===== src/rtl/stp_pkg.sv =====
// ----------------------------------------------------------------------------
// stp_pkg: shared types and constants of the step pulse generator
// Field widths, request codes, decoded command codes, queue entry layout and
// configuration register map.
// ----------------------------------------------------------------------------
package stp_pkg;

  // payload widths
  localparam int REQ_W        = 3;
  localparam int VEL_W        = 24;
  localparam int VAL_W        = 32;
  localparam int POS_W        = 32;
  localparam int PERIOD_OUT_W = 24;

  // configuration register widths and reset values
  localparam int SPR_W  = 16;
  localparam int MINP_W = 16;
  localparam int PW_W   = 8;
  localparam logic [SPR_W-1:0]  SPR_RST  = 16'd200;
  localparam logic [MINP_W-1:0] MINP_RST = 16'd100;
  localparam logic [PW_W-1:0]   PW_RST   = 8'd2;

  // apb register map
  localparam int CFG_DATA_W = 32;
  localparam int CFG_ADDR_W = 4;
  localparam int REG_IDX_W  = 2;
  localparam logic [REG_IDX_W-1:0] REG_SPR  = 2'd0;
  localparam logic [REG_IDX_W-1:0] REG_MINP = 2'd1;
  localparam logic [REG_IDX_W-1:0] REG_PW   = 2'd2;

  // period arithmetic: 2 * 1e6 * 65536 over 2 * steps_per_rev * |velocity|
  localparam int PERIOD_BITS_DEF = 24;
  localparam int DEN_W           = SPR_W + VEL_W;
  localparam int DVS_W           = DEN_W + 1;
  localparam logic [DEN_W-1:0] TWO_TICKS_Q16 = 40'd131072000000;

  // command queue between front and back
  localparam int QUEUE_DEPTH = 2;

  // request codes on the input channel
  localparam logic [REQ_W-1:0] REQ_TICK    = 3'd0;
  localparam logic [REQ_W-1:0] REQ_VEL     = 3'd1;
  localparam logic [REQ_W-1:0] REQ_MOVE_AB = 3'd2;
  localparam logic [REQ_W-1:0] REQ_MOVE_RL = 3'd3;
  localparam logic [REQ_W-1:0] REQ_ENABLE  = 3'd4;
  localparam logic [REQ_W-1:0] REQ_DISABLE = 3'd5;

  // decoded commands
  typedef enum logic [2:0] {
    CMD_NOP,
    CMD_TICK,
    CMD_RUN,
    CMD_HALT,
    CMD_MOVE_ABS,
    CMD_MOVE_REL,
    CMD_ENABLE,
    CMD_DISABLE
  } cmd_t;

  typedef struct packed {
    cmd_t             cmd;
    logic             fwd;
    logic [VEL_W-1:0] mag;
    logic [VAL_W-1:0] value;
  } q_entry_t;

  typedef struct packed {
    logic [SPR_W-1:0]  spr;
    logic [MINP_W-1:0] min_period;
    logic [PW_W-1:0]   pulse_width;
  } cfg_t;

endpackage


===== src/rtl/stp_in_if.sv =====
// ----------------------------------------------------------------------------
// stp_in_if: request channel of the step pulse generator
// Valid/ready channel carrying one motion request or tick.
// ----------------------------------------------------------------------------
interface stp_in_if;
  logic                               valid;
  logic                               ready;
  logic        [stp_pkg::REQ_W-1:0]   req_type;
  logic signed [stp_pkg::VEL_W-1:0]   velocity;
  logic signed [stp_pkg::VAL_W-1:0]   step_value;

  modport source (output valid, req_type, velocity, step_value, input ready);
  modport sink   (input valid, req_type, velocity, step_value, output ready);
endinterface


===== src/rtl/stp_out_if.sv =====
// ----------------------------------------------------------------------------
// stp_out_if: status channel of the step pulse generator
// Valid/ready channel carrying the output state after each request.
// ----------------------------------------------------------------------------
interface stp_out_if;
  logic                                    valid;
  logic                                    ready;
  logic                                    step_level;
  logic                                    dir_level;
  logic                                    enable_n;
  logic signed [stp_pkg::POS_W-1:0]        position;
  logic                                    is_moving;
  logic        [stp_pkg::PERIOD_OUT_W-1:0] period_out;

  modport source (output valid, step_level, dir_level, enable_n, position, is_moving,
                  period_out, input ready);
  modport sink   (input valid, step_level, dir_level, enable_n, position, is_moving,
                  period_out, output ready);
endinterface


===== src/rtl/stp_front.sv =====
// ----------------------------------------------------------------------------
// stp_front: request decode and command queue
// Accepts requests, classifies them into commands and holds them in a short
// queue until the back end takes them.
// ----------------------------------------------------------------------------
module stp_front (
  input  logic              clk,
  input  logic              rst_n,
  stp_in_if.sink            in_if,
  output logic              head_valid,
  output stp_pkg::q_entry_t head,
  input  logic              pop
);

  localparam int PTR_W = (stp_pkg::QUEUE_DEPTH > 1) ? $clog2(stp_pkg::QUEUE_DEPTH) : 1;
  localparam int CNT_W = $clog2(stp_pkg::QUEUE_DEPTH + 1);

  stp_pkg::q_entry_t             mem_r [stp_pkg::QUEUE_DEPTH];
  logic [PTR_W-1:0]              wr_ptr_r, wr_ptr_nxt;
  logic [PTR_W-1:0]              rd_ptr_r, rd_ptr_nxt;
  logic [CNT_W-1:0]              cnt_r, cnt_nxt;
  logic                          push;
  logic [stp_pkg::VEL_W-1:0]     vel_u;
  logic                          neg;
  logic                          vzero;
  stp_pkg::q_entry_t             entry;

  // classify the request
  assign vel_u = in_if.velocity;
  assign neg   = vel_u[stp_pkg::VEL_W-1];
  assign vzero = (vel_u == '0);

  always_comb begin
    entry.fwd   = ~neg;
    entry.mag   = neg ? (~vel_u + stp_pkg::VEL_W'(1)) : vel_u;
    entry.value = in_if.step_value;
    case (in_if.req_type)
      stp_pkg::REQ_TICK:    entry.cmd = stp_pkg::CMD_TICK;
      stp_pkg::REQ_VEL:     entry.cmd = vzero ? stp_pkg::CMD_HALT : stp_pkg::CMD_RUN;
      stp_pkg::REQ_MOVE_AB: entry.cmd = (neg || vzero) ? stp_pkg::CMD_HALT
                                                       : stp_pkg::CMD_MOVE_ABS;
      stp_pkg::REQ_MOVE_RL: entry.cmd = (neg || vzero) ? stp_pkg::CMD_HALT
                                                       : stp_pkg::CMD_MOVE_REL;
      stp_pkg::REQ_ENABLE:  entry.cmd = stp_pkg::CMD_ENABLE;
      stp_pkg::REQ_DISABLE: entry.cmd = stp_pkg::CMD_DISABLE;
      default:              entry.cmd = stp_pkg::CMD_NOP;
    endcase
  end

  // queue pointers and fill count
  assign in_if.ready = (cnt_r != CNT_W'(stp_pkg::QUEUE_DEPTH));
  assign push        = in_if.valid && in_if.ready;
  assign head_valid  = (cnt_r != '0);
  assign head        = mem_r[rd_ptr_r];

  always_comb begin
    wr_ptr_nxt = wr_ptr_r;
    rd_ptr_nxt = rd_ptr_r;
    cnt_nxt    = cnt_r;
    if (push) begin
      wr_ptr_nxt = (wr_ptr_r == PTR_W'(stp_pkg::QUEUE_DEPTH - 1)) ? '0
                                                                  : wr_ptr_r + PTR_W'(1);
    end
    if (pop) begin
      rd_ptr_nxt = (rd_ptr_r == PTR_W'(stp_pkg::QUEUE_DEPTH - 1)) ? '0
                                                                  : rd_ptr_r + PTR_W'(1);
    end
    if (push && !pop) begin
      cnt_nxt = cnt_r + CNT_W'(1);
    end else if (!push && pop) begin
      cnt_nxt = cnt_r - CNT_W'(1);
    end
  end

  always_ff @(posedge clk) begin
    if (!rst_n) begin
      wr_ptr_r <= '0;
      rd_ptr_r <= '0;
      cnt_r    <= '0;
    end else begin
      wr_ptr_r <= wr_ptr_nxt;
      rd_ptr_r <= rd_ptr_nxt;
      cnt_r    <= cnt_nxt;
    end
  end

  // queue storage
  always_ff @(posedge clk) begin
    if (push) begin
      mem_r[wr_ptr_r] <= entry;
    end
  end

endmodule


===== src/rtl/stp_div.sv =====
// ----------------------------------------------------------------------------
// stp_div: step period calculator
// Multiplies steps per revolution by speed, then runs a restoring divider one
// quotient bit per cycle, with saturation and the minimum period clamp.
// ----------------------------------------------------------------------------
module stp_div #(
  parameter int PERIOD_BITS = stp_pkg::PERIOD_BITS_DEF
) (
  input  logic                        clk,
  input  logic                        rst_n,
  input  logic                        start,
  input  logic [stp_pkg::SPR_W-1:0]   spr,
  input  logic [stp_pkg::VEL_W-1:0]   mag,
  input  logic [stp_pkg::MINP_W-1:0]  min_period,
  output logic                        done,
  output logic [PERIOD_BITS-1:0]      period
);

  localparam int IT_W = $clog2(PERIOD_BITS);
  localparam int HI_W = stp_pkg::DEN_W - PERIOD_BITS;

  typedef enum logic [3:0] {
    DV_IDLE  = 4'b0001,
    DV_SETUP = 4'b0010,
    DV_ITER  = 4'b0100,
    DV_FIN   = 4'b1000
  } dv_state_t;

  dv_state_t                     state_r, state_nxt;
  logic                          done_r, done_nxt;
  logic [stp_pkg::DEN_W-1:0]     den_r;
  logic [stp_pkg::DVS_W-1:0]     rem_r;
  logic [PERIOD_BITS-1:0]        nsh_r;
  logic [PERIOD_BITS-1:0]        quot_r;
  logic [IT_W-1:0]               it_r;
  logic [PERIOD_BITS-1:0]        period_r;

  logic [stp_pkg::DEN_W-1:0]     num;
  logic [stp_pkg::DVS_W-1:0]     dvs;
  logic [HI_W-1:0]               num_hi;
  logic                          ovf;
  logic [stp_pkg::DVS_W:0]       trial;
  logic [stp_pkg::DVS_W:0]       diff;
  logic                          qbit;
  logic [stp_pkg::MINP_W-1:0]    lo;
  logic [PERIOD_BITS-1:0]        lo_ext;

  // numerator carries the half divisor for rounding
  assign num    = stp_pkg::TWO_TICKS_Q16 + den_r;
  assign dvs    = {den_r, 1'b0};
  assign num_hi = num[stp_pkg::DEN_W-1:PERIOD_BITS];
  assign ovf    = (stp_pkg::DVS_W'(num_hi) >= dvs);

  // one restoring step
  assign trial = {rem_r, nsh_r[PERIOD_BITS-1]};
  assign diff  = trial - {1'b0, dvs};
  assign qbit  = (trial >= {1'b0, dvs});

  assign lo     = (min_period == '0) ? stp_pkg::MINP_W'(1) : min_period;
  assign lo_ext = PERIOD_BITS'(lo);

  assign done   = done_r;
  assign period = period_r;

  // sequencer
  always_comb begin
    state_nxt = state_r;
    done_nxt  = 1'b0;
    case (state_r)
      DV_IDLE:  if (start) state_nxt = DV_SETUP;
      DV_SETUP: state_nxt = (den_r == '0 || ovf) ? DV_FIN : DV_ITER;
      DV_ITER:  if (it_r == '0) state_nxt = DV_FIN;
      DV_FIN: begin
        done_nxt  = 1'b1;
        state_nxt = DV_IDLE;
      end
      default:  state_nxt = DV_IDLE;
    endcase
  end

  always_ff @(posedge clk) begin
    if (!rst_n) begin
      state_r <= DV_IDLE;
      done_r  <= 1'b0;
    end else begin
      state_r <= state_nxt;
      done_r  <= done_nxt;
    end
  end

  // datapath
  always_ff @(posedge clk) begin
    case (state_r)
      DV_IDLE: begin
        den_r <= stp_pkg::DEN_W'(spr) * stp_pkg::DEN_W'(mag);
      end
      DV_SETUP: begin
        quot_r <= '1;
        rem_r  <= stp_pkg::DVS_W'(num_hi);
        nsh_r  <= num[PERIOD_BITS-1:0];
        it_r   <= IT_W'(PERIOD_BITS - 1);
      end
      DV_ITER: begin
        rem_r  <= qbit ? diff[stp_pkg::DVS_W-1:0] : trial[stp_pkg::DVS_W-1:0];
        quot_r <= {quot_r[PERIOD_BITS-2:0], qbit};
        nsh_r  <= {nsh_r[PERIOD_BITS-2:0], 1'b0};
        it_r   <= it_r - IT_W'(1);
      end
      DV_FIN: begin
        period_r <= (quot_r < lo_ext) ? lo_ext : quot_r;
      end
      default: begin
        period_r <= period_r;
      end
    endcase
  end

endmodule


===== src/rtl/stp_back.sv =====
// ----------------------------------------------------------------------------
// stp_back: motion state and command execution
// Takes commands from the queue, updates position, direction and step timing,
// runs the period calculator for speed commands and registers the status.
// ----------------------------------------------------------------------------
module stp_back #(
  parameter int PERIOD_BITS = stp_pkg::PERIOD_BITS_DEF
) (
  input  logic              clk,
  input  logic              rst_n,
  input  logic              head_valid,
  input  stp_pkg::q_entry_t head,
  output logic              pop,
  input  stp_pkg::cfg_t     cfg,
  stp_out_if.source         out_if
);

  typedef enum logic [2:0] {
    BK_IDLE = 3'b001,
    BK_DIV  = 3'b010,
    BK_PUT  = 3'b100
  } bk_state_t;

  bk_state_t                    state_r, state_nxt;
  logic [stp_pkg::POS_W-1:0]    pos_r, pos_nxt;
  logic [stp_pkg::POS_W-1:0]    tgt_r, tgt_nxt;
  logic                         mode_r, mode_nxt;
  logic                         dir_r, dir_nxt;
  logic                         moving_r, moving_nxt;
  logic                         en_n_r, en_n_nxt;
  logic [PERIOD_BITS-1:0]       period_r, period_nxt;
  logic [PERIOD_BITS-1:0]       pcnt_r, pcnt_nxt;
  logic [stp_pkg::PW_W-1:0]     pulse_r, pulse_nxt;
  logic                         step_r, step_nxt;
  logic                         out_valid_r, out_valid_nxt;

  logic                         div_start;
  logic                         div_done;
  logic [PERIOD_BITS-1:0]       div_period;
  logic [stp_pkg::PW_W-1:0]     pulse_dec;
  logic [PERIOD_BITS-1:0]       cnt_inc;
  logic [stp_pkg::POS_W-1:0]    move_tgt;
  logic                         step_dir;
  logic                         do_stop;
  logic                         do_halt;
  logic                         out_load;

  stp_div #(
    .PERIOD_BITS (PERIOD_BITS)
  ) u_div (
    .clk        (clk),
    .rst_n      (rst_n),
    .start      (div_start),
    .spr        (cfg.spr),
    .mag        (head.mag),
    .min_period (cfg.min_period),
    .done       (div_done),
    .period     (div_period)
  );

  assign pulse_dec = pulse_r - stp_pkg::PW_W'(1);
  assign cnt_inc   = pcnt_r + PERIOD_BITS'(1);
  assign move_tgt  = (head.cmd == stp_pkg::CMD_MOVE_ABS) ? head.value : pos_r + head.value;
  assign step_dir  = mode_r ? ($signed(tgt_r) > $signed(pos_r)) : dir_r;
  assign out_load  = (state_r == BK_PUT) && (!out_valid_r || out_if.ready);

  // command execution
  always_comb begin
    state_nxt  = state_r;
    pos_nxt    = pos_r;
    tgt_nxt    = tgt_r;
    mode_nxt   = mode_r;
    dir_nxt    = dir_r;
    moving_nxt = moving_r;
    en_n_nxt   = en_n_r;
    period_nxt = period_r;
    pcnt_nxt   = pcnt_r;
    pulse_nxt  = pulse_r;
    step_nxt   = step_r;
    pop        = 1'b0;
    div_start  = 1'b0;
    do_stop    = 1'b0;
    do_halt    = 1'b0;
    case (state_r)
      BK_IDLE: begin
        if (head_valid) begin
          pop       = 1'b1;
          state_nxt = BK_PUT;
          case (head.cmd)
            stp_pkg::CMD_TICK: begin
              // pulse timer first, then the period counter
              if (pulse_r != '0) begin
                pulse_nxt = pulse_dec;
                if (pulse_dec == '0) step_nxt = 1'b0;
              end
              if (moving_r) begin
                if (cnt_inc < period_r) begin
                  pcnt_nxt = cnt_inc;
                end else begin
                  pcnt_nxt = '0;
                  if (mode_r && pos_r == tgt_r) begin
                    do_stop = 1'b1;
                  end else begin
                    dir_nxt   = step_dir;
                    step_nxt  = 1'b1;
                    pulse_nxt = (cfg.pulse_width == '0) ? stp_pkg::PW_W'(1)
                                                        : cfg.pulse_width;
                    pos_nxt   = step_dir ? pos_r + stp_pkg::POS_W'(1)
                                         : pos_r - stp_pkg::POS_W'(1);
                  end
                end
              end
            end
            stp_pkg::CMD_RUN: begin
              dir_nxt   = head.fwd;
              mode_nxt  = 1'b0;
              div_start = 1'b1;
              state_nxt = BK_DIV;
            end
            stp_pkg::CMD_HALT: begin
              do_halt = 1'b1;
            end
            stp_pkg::CMD_MOVE_ABS, stp_pkg::CMD_MOVE_REL: begin
              if (move_tgt == pos_r) begin
                do_halt = 1'b1;
              end else begin
                tgt_nxt   = move_tgt;
                mode_nxt  = 1'b1;
                dir_nxt   = $signed(move_tgt) > $signed(pos_r);
                div_start = 1'b1;
                state_nxt = BK_DIV;
              end
            end
            stp_pkg::CMD_ENABLE: begin
              en_n_nxt = 1'b0;
            end
            stp_pkg::CMD_DISABLE: begin
              do_stop  = 1'b1;
              en_n_nxt = 1'b1;
            end
            default: begin
              state_nxt = BK_PUT;
            end
          endcase
        end
      end
      BK_DIV: begin
        // new period restarts the counter only when it differs
        if (div_done) begin
          moving_nxt = 1'b1;
          if (div_period != period_r) begin
            period_nxt = div_period;
            pcnt_nxt   = '0;
          end
          state_nxt = BK_PUT;
        end
      end
      BK_PUT: begin
        if (out_load) state_nxt = BK_IDLE;
      end
      default: begin
        state_nxt = BK_IDLE;
      end
    endcase
    // stop and halt share the clearing of the motion state
    if (do_stop || do_halt) begin
      moving_nxt = 1'b0;
      period_nxt = '0;
      pcnt_nxt   = '0;
    end
    if (do_halt) begin
      tgt_nxt  = pos_r;
      mode_nxt = 1'b1;
    end
  end

  always_comb begin
    out_valid_nxt = out_valid_r;
    if (out_load) begin
      out_valid_nxt = 1'b1;
    end else if (out_if.ready) begin
      out_valid_nxt = 1'b0;
    end
  end

  always_ff @(posedge clk) begin
    if (!rst_n) begin
      state_r     <= BK_IDLE;
      pos_r       <= '0;
      tgt_r       <= '0;
      mode_r      <= 1'b0;
      dir_r       <= 1'b0;
      moving_r    <= 1'b0;
      en_n_r      <= 1'b1;
      period_r    <= '0;
      pcnt_r      <= '0;
      pulse_r     <= '0;
      step_r      <= 1'b0;
      out_valid_r <= 1'b0;
    end else begin
      state_r     <= state_nxt;
      pos_r       <= pos_nxt;
      tgt_r       <= tgt_nxt;
      mode_r      <= mode_nxt;
      dir_r       <= dir_nxt;
      moving_r    <= moving_nxt;
      en_n_r      <= en_n_nxt;
      period_r    <= period_nxt;
      pcnt_r      <= pcnt_nxt;
      pulse_r     <= pulse_nxt;
      step_r      <= step_nxt;
      out_valid_r <= out_valid_nxt;
    end
  end

  // status register toward the receiver
  assign out_if.valid = out_valid_r;

  always_ff @(posedge clk) begin
    if (out_load) begin
      out_if.step_level <= step_r;
      out_if.dir_level  <= dir_r;
      out_if.enable_n   <= en_n_r;
      out_if.position   <= pos_r;
      out_if.is_moving  <= moving_r;
      out_if.period_out <= stp_pkg::PERIOD_OUT_W'(period_r);
    end
  end

  // step output follows the pulse timer
  ap_step_pulse: assert property (@(posedge clk) disable iff (!rst_n)
    step_r == (pulse_r != '0))
    else $error("step level out of step with pulse timer");

  // running motor has a live period and the counter below it
  ap_run_period: assert property (@(posedge clk) disable iff (!rst_n)
    moving_r |-> (period_r != '0 && pcnt_r < period_r))
    else $error("period counter outside the period while moving");

  // stopped motor keeps period and counter cleared
  ap_stop_clear: assert property (@(posedge clk) disable iff (!rst_n)
    !moving_r |-> (period_r == '0 && pcnt_r == '0))
    else $error("period state left over while stopped");

  // finished period calculation always sets the motor running
  ap_div_run: assert property (@(posedge clk) disable iff (!rst_n)
    (state_r == BK_DIV && div_done) |=> moving_r)
    else $error("speed command did not start motion");

endmodule


===== src/rtl/stepper_step_pulse_generator.sv =====
// ----------------------------------------------------------------------------
// stepper_step_pulse_generator: step/direction pulse generator
// Turns microsecond ticks and motion requests into step, direction and
// enable levels plus a position count for a stepper driver.
// ----------------------------------------------------------------------------
// in_if carries one request per handshake: a tick, a velocity, an absolute or
// relative move, enable or disable. out_if returns one status per request:
// step and direction levels, enable_n, position, is_moving and period, as they
// stand after that request. The APB port sets steps per revolution, minimum
// period and pulse width; write it only while no request is in flight.
// A two-entry queue sits between the decode front and the execution back.
// Tick, enable, disable and halt requests go from the back end's idle state
// straight to its status state; out_if.valid rises with the registered status.
// Velocity and move requests run the period divider: a multiply step, a setup
// step, one quotient step per period bit, a finish step and a handoff to the
// back end before the status is registered; the quotient steps are skipped
// when the period saturates.
// After reset the driver is disabled, the motor stopped, the position zero
// and the registers at 200 steps/rev, 100 us minimum period, 2 us pulse.
// When the receiver holds out_if.ready low, the status stays registered, the
// back end waits, the queue fills and in_if.ready drops.
// ----------------------------------------------------------------------------
module stepper_step_pulse_generator #(
  parameter int PERIOD_BITS = stp_pkg::PERIOD_BITS_DEF
) (
  input  logic                            clk,
  input  logic                            rst_n,
  stp_in_if.sink                          in_if,
  stp_out_if.source                       out_if,
  input  logic                            psel,
  input  logic                            penable,
  input  logic                            pwrite,
  input  logic [stp_pkg::CFG_ADDR_W-1:0]  paddr,
  input  logic [stp_pkg::CFG_DATA_W-1:0]  pwdata,
  output logic [stp_pkg::CFG_DATA_W-1:0]  prdata,
  output logic                            pready
);

  logic [stp_pkg::SPR_W-1:0]     spr_r;
  logic [stp_pkg::MINP_W-1:0]    minp_r;
  logic [stp_pkg::PW_W-1:0]      pw_r;
  logic [stp_pkg::REG_IDX_W-1:0] reg_idx;
  logic                          cfg_wr;
  stp_pkg::cfg_t                 cfg;
  logic                          head_valid;
  stp_pkg::q_entry_t             head;
  logic                          pop;

  // configuration registers
  assign pready  = 1'b1;
  assign reg_idx = paddr[stp_pkg::CFG_ADDR_W-1:2];
  assign cfg_wr  = psel && penable && pwrite;

  always_ff @(posedge clk) begin
    if (!rst_n) begin
      spr_r  <= stp_pkg::SPR_RST;
      minp_r <= stp_pkg::MINP_RST;
      pw_r   <= stp_pkg::PW_RST;
    end else if (cfg_wr) begin
      case (reg_idx)
        stp_pkg::REG_SPR:  spr_r  <= pwdata[stp_pkg::SPR_W-1:0];
        stp_pkg::REG_MINP: minp_r <= pwdata[stp_pkg::MINP_W-1:0];
        stp_pkg::REG_PW:   pw_r   <= pwdata[stp_pkg::PW_W-1:0];
        default: begin
          spr_r <= spr_r;
        end
      endcase
    end
  end

  always_comb begin
    case (reg_idx)
      stp_pkg::REG_SPR:  prdata = stp_pkg::CFG_DATA_W'(spr_r);
      stp_pkg::REG_MINP: prdata = stp_pkg::CFG_DATA_W'(minp_r);
      stp_pkg::REG_PW:   prdata = stp_pkg::CFG_DATA_W'(pw_r);
      default:           prdata = '0;
    endcase
  end

  assign cfg.spr         = spr_r;
  assign cfg.min_period  = minp_r;
  assign cfg.pulse_width = pw_r;

  // decode front and command queue
  stp_front u_front (
    .clk        (clk),
    .rst_n      (rst_n),
    .in_if      (in_if),
    .head_valid (head_valid),
    .head       (head),
    .pop        (pop)
  );

  // execution back end
  stp_back #(
    .PERIOD_BITS (PERIOD_BITS)
  ) u_back (
    .clk        (clk),
    .rst_n      (rst_n),
    .head_valid (head_valid),
    .head       (head),
    .pop        (pop),
    .cfg        (cfg),
    .out_if     (out_if)
  );

endmodule


===== src/flat_wrapper.sv =====
// flat-port wrapper written by rule: the top's interface ports become plain ports
module stepper_step_pulse_generator_flat 
#(
  parameter int PERIOD_BITS = stp_pkg::PERIOD_BITS_DEF
)
  (clk, rst_n, psel, penable, pwrite, paddr, pwdata, prdata, pready, in_if_valid, in_if_req_type, in_if_velocity, in_if_step_value, in_if_ready, out_if_valid, out_if_step_level, out_if_dir_level, out_if_enable_n, out_if_position, out_if_is_moving, out_if_period_out, out_if_ready);
  stp_in_if in_if_i ();
  stp_out_if out_if_i ();
  input  logic clk;
  input  logic rst_n;
  input  logic psel;
  input  logic penable;
  input  logic pwrite;
  input  logic [stp_pkg::CFG_ADDR_W-1:0] paddr;
  input  logic [stp_pkg::CFG_DATA_W-1:0] pwdata;
  output logic [stp_pkg::CFG_DATA_W-1:0] prdata;
  output logic pready;
  input wire logic [$bits(in_if_i.valid)-1:0] in_if_valid;
  input wire logic [$bits(in_if_i.req_type)-1:0] in_if_req_type;
  input wire logic [$bits(in_if_i.velocity)-1:0] in_if_velocity;
  input wire logic [$bits(in_if_i.step_value)-1:0] in_if_step_value;
  output wire logic [$bits(in_if_i.ready)-1:0] in_if_ready;
  output wire logic [$bits(out_if_i.valid)-1:0] out_if_valid;
  output wire logic [$bits(out_if_i.step_level)-1:0] out_if_step_level;
  output wire logic [$bits(out_if_i.dir_level)-1:0] out_if_dir_level;
  output wire logic [$bits(out_if_i.enable_n)-1:0] out_if_enable_n;
  output wire logic [$bits(out_if_i.position)-1:0] out_if_position;
  output wire logic [$bits(out_if_i.is_moving)-1:0] out_if_is_moving;
  output wire logic [$bits(out_if_i.period_out)-1:0] out_if_period_out;
  input wire logic [$bits(out_if_i.ready)-1:0] out_if_ready;
  assign in_if_i.valid = in_if_valid;
  assign in_if_i.req_type = in_if_req_type;
  assign in_if_i.velocity = in_if_velocity;
  assign in_if_i.step_value = in_if_step_value;
  assign in_if_ready = in_if_i.ready;
  assign out_if_valid = out_if_i.valid;
  assign out_if_step_level = out_if_i.step_level;
  assign out_if_dir_level = out_if_i.dir_level;
  assign out_if_enable_n = out_if_i.enable_n;
  assign out_if_position = out_if_i.position;
  assign out_if_is_moving = out_if_i.is_moving;
  assign out_if_period_out = out_if_i.period_out;
  assign out_if_i.ready = out_if_ready;
  stepper_step_pulse_generator #(.PERIOD_BITS(PERIOD_BITS)) u_core (.clk(clk), .rst_n(rst_n), .in_if(in_if_i), .out_if(out_if_i), .psel(psel), .penable(penable), .pwrite(pwrite), .paddr(paddr), .pwdata(pwdata), .prdata(prdata), .pready(pready));
endmodule

===== config.mk =====
export PLATFORM = sky130hd
export DESIGN_NAME = stepper_step_pulse_generator_flat
export DESIGN_NICKNAME = d
export VERILOG_FILES = /design/src/rtl/stp_pkg.sv /design/src/rtl/stp_in_if.sv /design/src/rtl/stp_out_if.sv /design/src/rtl/stp_front.sv /design/src/rtl/stp_div.sv /design/src/rtl/stp_back.sv /design/src/rtl/stepper_step_pulse_generator.sv /design/src/flat_wrapper.sv
export SDC_FILE = /design/constraint.sdc
export NUM_CORES = 2
export LEC_CHECK = 0
export BUFFER_PORTS_ARGS = -buffer_cell sky130_fd_sc_hd__buf_2
export CORE_MARGIN = 3
export CORE_UTILIZATION = 45
export DETAILED_ROUTE_END_ITERATION = 8
export SLEW_MARGIN = 20
export SYNTH_ARGS = -nofsm -noshare
export SYNTH_HDL_FRONTEND = slang
export SYNTH_SLANG_ARGS = --single-unit

===== constraint.sdc =====
create_clock -name clk -period 8.98 [get_ports clk]
set_input_delay 1.796 -clock clk [delete_from_list [all_inputs] [get_ports clk]]
set_output_delay 1.796 -clock clk [all_outputs]
set_load 0.05 [all_outputs]

==> Word level (Yosys, flattened, before mapping) <==
Memory sizes are Yosys's and may differ from the RTL's. A register that Yosys moved wholly into a read port is not among the register bits.
Index checks and enable logic that the tools add are counted.
{ "word_totals": {"ff_bits": 396, "ram_bits": 120, "input_bits": 102, "wordCells": 234, "memories": 1} }
{ "mem_list": {"columns": ["memory", "words", "word_bits", "read_ports", "rd_ports_with_merged_regs", "write_ports", "line", "source"], "rows": [
  ["u_core.u_front.mem_r", 2, 60, 1, 1, 1, "stp_front.sv:18", "stp_pkg::q_entry_t mem_r [stp_pkg::QUEUE_DEPTH];"]
]} }
{ "classes": {"addsub": 13, "n_mul": 1, "magnitude_cmp": 6, "eq_ne": 39, "mux": 86, "n_bitwise": 5, "reduce_logical": 50} }
{ "ops": {"columns": ["operator", "count"], "rows": [
  ["two-way mux 32 bit", 7],
  ["two-way mux 24 bit", 7],
  ["one-hot mux 24 bit (2 select lines)", 3],
  ["one-hot mux 41 bit (2 select lines)", 1],
  ["== test 32 bit", 2],
  ["> comparator 32 bit", 2],
  ["adder 24 x 1 -> 24 bit (second input constant)", 2],
  ["one-hot mux 16 bit (3 select lines)", 1],
  [">= comparator 42 x 41 -> 1 bit", 1],
  [">= comparator 16 x 41 -> 1 bit", 1],
  ["two-way mux 41 bit", 1],
  ["subtractor 41 bit", 1],
  ["adder 37 x 40 -> 40 bit (first input constant)", 1],
  ["logical NOT 40 bit", 1],
  ["multiplier 16 x 24 -> 40 bit", 1],
  ["two-way mux 8 bit", 5],
  ["two-way mux 1 bit", 37],
  ["adder 32 x 1 -> 32 bit (second input constant)", 1],
  ["adder 32 bit", 1],
  ["two-way mux 16 bit", 2],
  ["subtractor 32 x 1 -> 32 bit (second input constant)", 1],
  ["logical NOT 24 bit", 1],
  ["less-than comparator 24 x 16 -> 1 bit", 1],
  ["less-than comparator 24 bit", 1],
  ["other kinds (47)", 118]
]} }

==> Depth between registers and ports, before layout <==
{ "logic_depth": {"word_depth": 10, "ltp_mapped": 29, "mapped_depth_nobuf": 24} }

==> By module <==
A second synthesis with hierarchy kept.
{ "unflattened": {"cells_unflattened": 4454, "area_unflattened_um2": 42703.5} }
{ "modules_own_cells": {"columns": ["mod", "instances", "cells_each", "area_each_um2", "seq_area_each_um2"], "rows": [
  ["stp_div", 1, 2385, 22192.5, 4844.6],
  ["stp_back", 1, 1552, 13404.1, 4384.2],
  ["stp_front", 1, 294, 5087.4, 3703.6],
  ["stepper_step_pulse_generator", 1, 223, 2019.4, 800.8]
]} }

==> Worst setup path after synthesis <==
No wires, ideal clock.
{ "synth_path": {"path_kind": "flip-flop to flip-flop", "from": "register with a tool-made name", "to": "register u_core.u_back.u_div.den_r[35] in the netlist's numbering (data pin)", "setup_ns": 0.130, "arrival_time_ns": 7.677, "t_required_ns": 8.850, "path_slack_ns": 1.173, "path_stages_with_launch": 29, "path_buffers": 5, "synth_period_minus_slack_ns": 7.807, "path_cell_list": "dfxtp_1 > buf_2 > buf_1 > clkbuf_1 > buf_1 > mux2_2 > clkbuf_1 > nand2_1 > fa_1 > inv_1 > fa_1 > inv_1 > fa_1 > inv_1 > fa_1 > fa_1 > inv_1 > fa_1 > inv_1 > ha_1 > a211oi_1 > nand2b_1 > a211o_1 > nand4_1 > a21oi_1 > o31ai_1 > o21ai_0 > nor4b_1 > a211o_1"} }
{ "synth_lines": {"columns": ["element", "line", "source"], "rows": [
  ["end signal, assigned", "stp_div.sv:95", "den_r <= stp_pkg::DEN_W'(spr) * stp_pkg::DEN_W'(mag);"],
  ["end, declared", "stp_div.sv:31", "logic [stp_pkg::DEN_W-1:0] den_r;"]
]} }

==> results.md <==
Die:
- The die footprint is 98700 sq um.
- The die is 314 um tall.
- The die outline width is 314 um.
- The core area is 93700 sq um.
- The floorplan row count is 112.
- The starting utilization of the core area is 45.6%.
- Pin placement for this block handled 197 I/O pins.

Power and ir drop:
- The highest ir drop seen on vdd is 0.000277 V.
- For this design the static power due to leakage is 20.4 nW.
- The share of total power in the clock network is 18.9%.
- Cell internal power was estimated by the tool at 7.88 mW.
- Combinational cells account for 58.0% of the total power.
- The total power divided by cell area is 298 nW/um^2.
- Sequential cells account for 23.1% of the total power.
- The analysis attributes to net switching a power of 6.10 mW.
- The switching part of the total power is 43.6%.

Clock network:
- The number of clock sinks seen by CTS is 517.
- The number of clock buffers inserted by TritonCTS is 61.
- The post-cts hold buffer count is 0.
- The number of gates resized after CTS is 0.
- The number of H-tree levels is 2.
- For the worst-skew pair, the clock arrives at the later sink with an insertion delay of 0.67 ns.
- The largest buffer count on any clock path is 3.
- The cell chosen for the clock root is clkbuf_16.
- The clock tree from TritonCTS is yes.
- After clock tree synthesis, the clock-pin slew on the worst setup and hold paths is 0.06 ns.
- Once the clock tree was built, the setup fixing pass inserted 0 buffers.

Timing:
- The slew at the pin closest to its max-slew limit is 1.07 ns.
- Setup repair after global routing left no endpoint under its margin.
- The smallest hold slack is 0.453 ns.
- The final setup TNS is 0 ns.
- The final hold violation count is 0.
- The post-route clock period utilization is 86.1%.
- The setup-violating endpoint count in the final report is 0.
- The clock tree skew after final layout is 0.0255 ns.
- The shortest period the worst path allows is 7.73 ns.
- The worst pin sits at a relative slew slack of 28.9%.
- Static timing analysis puts the maximum clock frequency at 0.129 GHz.
- The number of pins exceeding their max-slew limit in the final report was 0.

Critical path:
- STA puts the critical path data required time at 9.52 ns.
- The biggest fanout along the worst timing path is 26.
- The worst setup path is launched from a flop.
- The signal arrival time at the worst endpoint is 8.27 ns.
- Across all register-to-register paths, the minimum setup slack is 1.25 ns.
- The worst setup path is captured at a flop.
- The worst setup path is of the reg -> reg kind.

Detailed routing:
- The number of violations reported at the end of detailed-routing iteration 0 is 2029.
- The final wirelength is 113000 um.
- The number of DRC violations after detailed routing is 0.
- For this run, the detailed router's first-pass iteration total came to 6.
- The total number of vias is 32.4k.
- In the final routed layout, each cell accounts on average for 19.0 um.
- The count of antenna-violating nets left after detailed routing is 0.
- The detail-routed via count per cell is 5.48.

Synthesis:
- Of all flip-flops after synthesis, the portion carrying an async set or reset was 0%.
- Sorting the synthesized cells by area gives the leading types as edfxtp_1, fa_1, ha_1.
- Synthesis handed over a netlist of 4514 instances.
- Sequential cells were found to cover 32.1% of the synthesized design area.
- Summing every instance area after synthesis gives 42700 sq um.
- The adder and majority gate portion of the synthesized area is 24.4%.
- After synthesis the netlist holds a flip-flop and latch count of 517.
- The portion of synthesized area spent on multiplexers is 4.18%.
- The synthesized netlist devotes 12.4% of its cell area to compound gates.
- Summed over its instances, the top area cell type makes up 23.7% of the synthesized netlist area.
- The most instantiated flip-flop cell in the synthesis netlist is edfxtp_1.
- The Yosys step of the flow raised 0 warnings.
- The number of enable-type register cells in the synthesized netlist is 338.
- The average instance in the mapped netlist occupies 9.47 sq um.
- The netlist uses 83 different library cells.
- By area, the combinational part of the netlist is dominated by adder cells.
- The cell type with the largest total area after synthesis is edfxtp_1.
- The simple-gate share of the synthesized area is 16.3%.
- Of the total synthesized cell area, the portion taken by XOR and XNOR cells is 4.02%.

Place:
- Counting tap cells, the placed design contains a total of 5794 instances.
- The detailed placement HPWL is 86100 um.
- Routability-driven placement finished with a final weighted congestion of 0.954.
- The count of input and output buffers is 161.

GRT:
- The initial antenna violation count is 2.
- The largest net degree at the start of global routing is 73.
- The global-route wire length before repair is 180000 um.
- Global routing finished with a remaining overflow of 0.
- The overall fraction of global-route tracks in use is 22.8%.
- The number of global-route vias before repair is 32.5k.

Final layout:
- The final cell count without fillers is 5911.
- The fraction of final layout cells sized beyond drive strength 1 is 9.54%.
- The sequential standard cell area is 13700 sq um.
- Counting the fill cells in the layout gives 8778.
- For this run, the share of the core covered by cells in the final layout is 50.1%.
- From synthesis to final layout, the design area changed by 9.82%.
- The final-stage net count is 5353.
- The combined area of the multi-input logic cells is 26400 sq um.

Flow run:
- Across the run, the number of max-cap violations was 0.

Worst hold path:
- The worst hold path belongs to the class reg -> reg.

Outcome:
- The run finished with clean final reports.
cell families after synthesis:
family | after synthesis
AOI/OAI and AO/OA | 824
xor gates and xnor gates | 196
adders and majority gates | 648
buffers and inverters | 718
DFF | 517
muxes | 169
other | 2
and+or+nand+nor | 1440
power groups by stage:
| stage | Combinational, mW | Clock (mW) | Sequential [mW] |
|---|---|---|---|
| after floorplan | 6.23 | 0 | 3.24 |
| final | 8.11 | 2.64 | 3.23 |
| after CTS | 8.15 | 2.71 | 3.23 |
| after detailed placement | 8.11 | 0 | 3.28 |
| after global routing | 9.26 | 2.80 | 3.26 |
| after global placement | 8.02 | 0 | 3.28 |
state kept, by name, summed over array words and instances (netlist names), 32 cells and up, named ones only:
| signal | flops |
|---|---|
| u_core.u_back.out_if.position | 32 |
| u_core.u_back.u_div.den_r | 40 |
| u_core.u_back.pos_r | 32 |
| u_core.u_back.u_div.rem_r | 41 |
| u_core.u_back.tgt_r | 32 |
| u_core.u_front.mem_r | 120 |
placed cells by master (no fill, tap or decap), types with 94 or more instances in the layout:
master / instances
ha_1: 339
and2_1: 178
inv_1: 520
xnor2_1: 128
nand2_1: 581
o21ai_0: 198
dfxtp_1: 178
mux2i_1: 94
a21oi_1: 222
edfxtp_1: 338
buf_2: 160
fa_1: 309
nor2_1: 231
layout make-up:
type,instances,share of cell area [%]
inverters,521,4.17
diodes,1,0.00533
repair buffers,208,2.47
well taps,1254,3.34
multi-input cells,3294,56.2
flip-flops and latches,517,29.3
clock inverters,33,0.816
clock buffers,83,3.78
metrics by stage:
step / instance area (sq um) / power [mW] / setup slack [ns]
final: 46900 / 14.0 / 1.25
after global routing: 46900 / 15.3 / 0.700
after CTS: 46900 / 14.1 / 1.20
after detailed placement: 44800 / 11.4 / 1.19
after global placement: 44800 / 11.3 / 1.26
after floorplan: 42800 / 9.47 / 1.17
cells in the mapped netlist, types with 12 or more instances:
library cell / number
nand3_1: 65
o211a_1: 14
clkbuf_1: 154
a211oi_1: 26
inv_1: 520
o21a_1: 40
mux2_2: 75
o211ai_1: 26
o221ai_1: 22
o21bai_1: 15
a31oi_1: 33
and3_1: 31
nor2b_1: 59
xnor2_1: 128
o31ai_1: 17
ha_1: 339
fa_1: 309
nand4_1: 52
o21ai_0: 198
or3_1: 39
a21o_1: 73
a21oi_1: 223
edfxtp_1: 338
mux2i_1: 94
nor3_1: 63
a21boi_0: 37
nor2_1: 234
nand2b_1: 32
o22ai_1: 12
nand2_1: 581
xor2_1: 68
dfxtp_1: 179
nor4_1: 31
and2_1: 178
buf_4: 18
layer usage:
metal | GRT usage, % | share of wire (%)
met2 | 38.6 | 48
met3 | 2.70 | 4.1
met5 | 0 | 0.0071
met1 | 30.8 | 45
met4 | 6.57 | 3.0
critical path, cell delays in order, from the launching register on:
cell and delay [ns]:
dfxtp_4 0.67, mux2_2 0.58, and2_1 0.25, fa_1 0.45, fa_1 0.55, inv_1 0.05
fa_1 0.47, inv_1 0.05, fa_1 0.51, fa_1 0.56, inv_1 0.06, fa_1 0.52
inv_1 0.04, ha_1 0.35, a211oi_1 0.29, nand2b_1 0.09, a211o_1 0.32, nand4_1 0.17
a21oi_1 0.15, o31ai_1 0.63, o21ai_0 0.33, nor4b_1 0.36, a211o_1 0.15
worst paths after layout:
| check | start | endpoint | cells past startpoint |
|---|---|---|---|
| max | flop | u_core.u_back.u_div.den_r[35] | 22 |
| max reg2reg | flop | u_core.u_back.u_div.den_r[35] | 22 |
| min reg2reg | u_core.u_back.tgt_r[13] | u_core.u_back.tgt_r[13] | 2 |
| min | u_core.u_back.tgt_r[13] | u_core.u_back.tgt_r[13] | 2 |
Note: power is estimated with default switching activity, not from simulation.
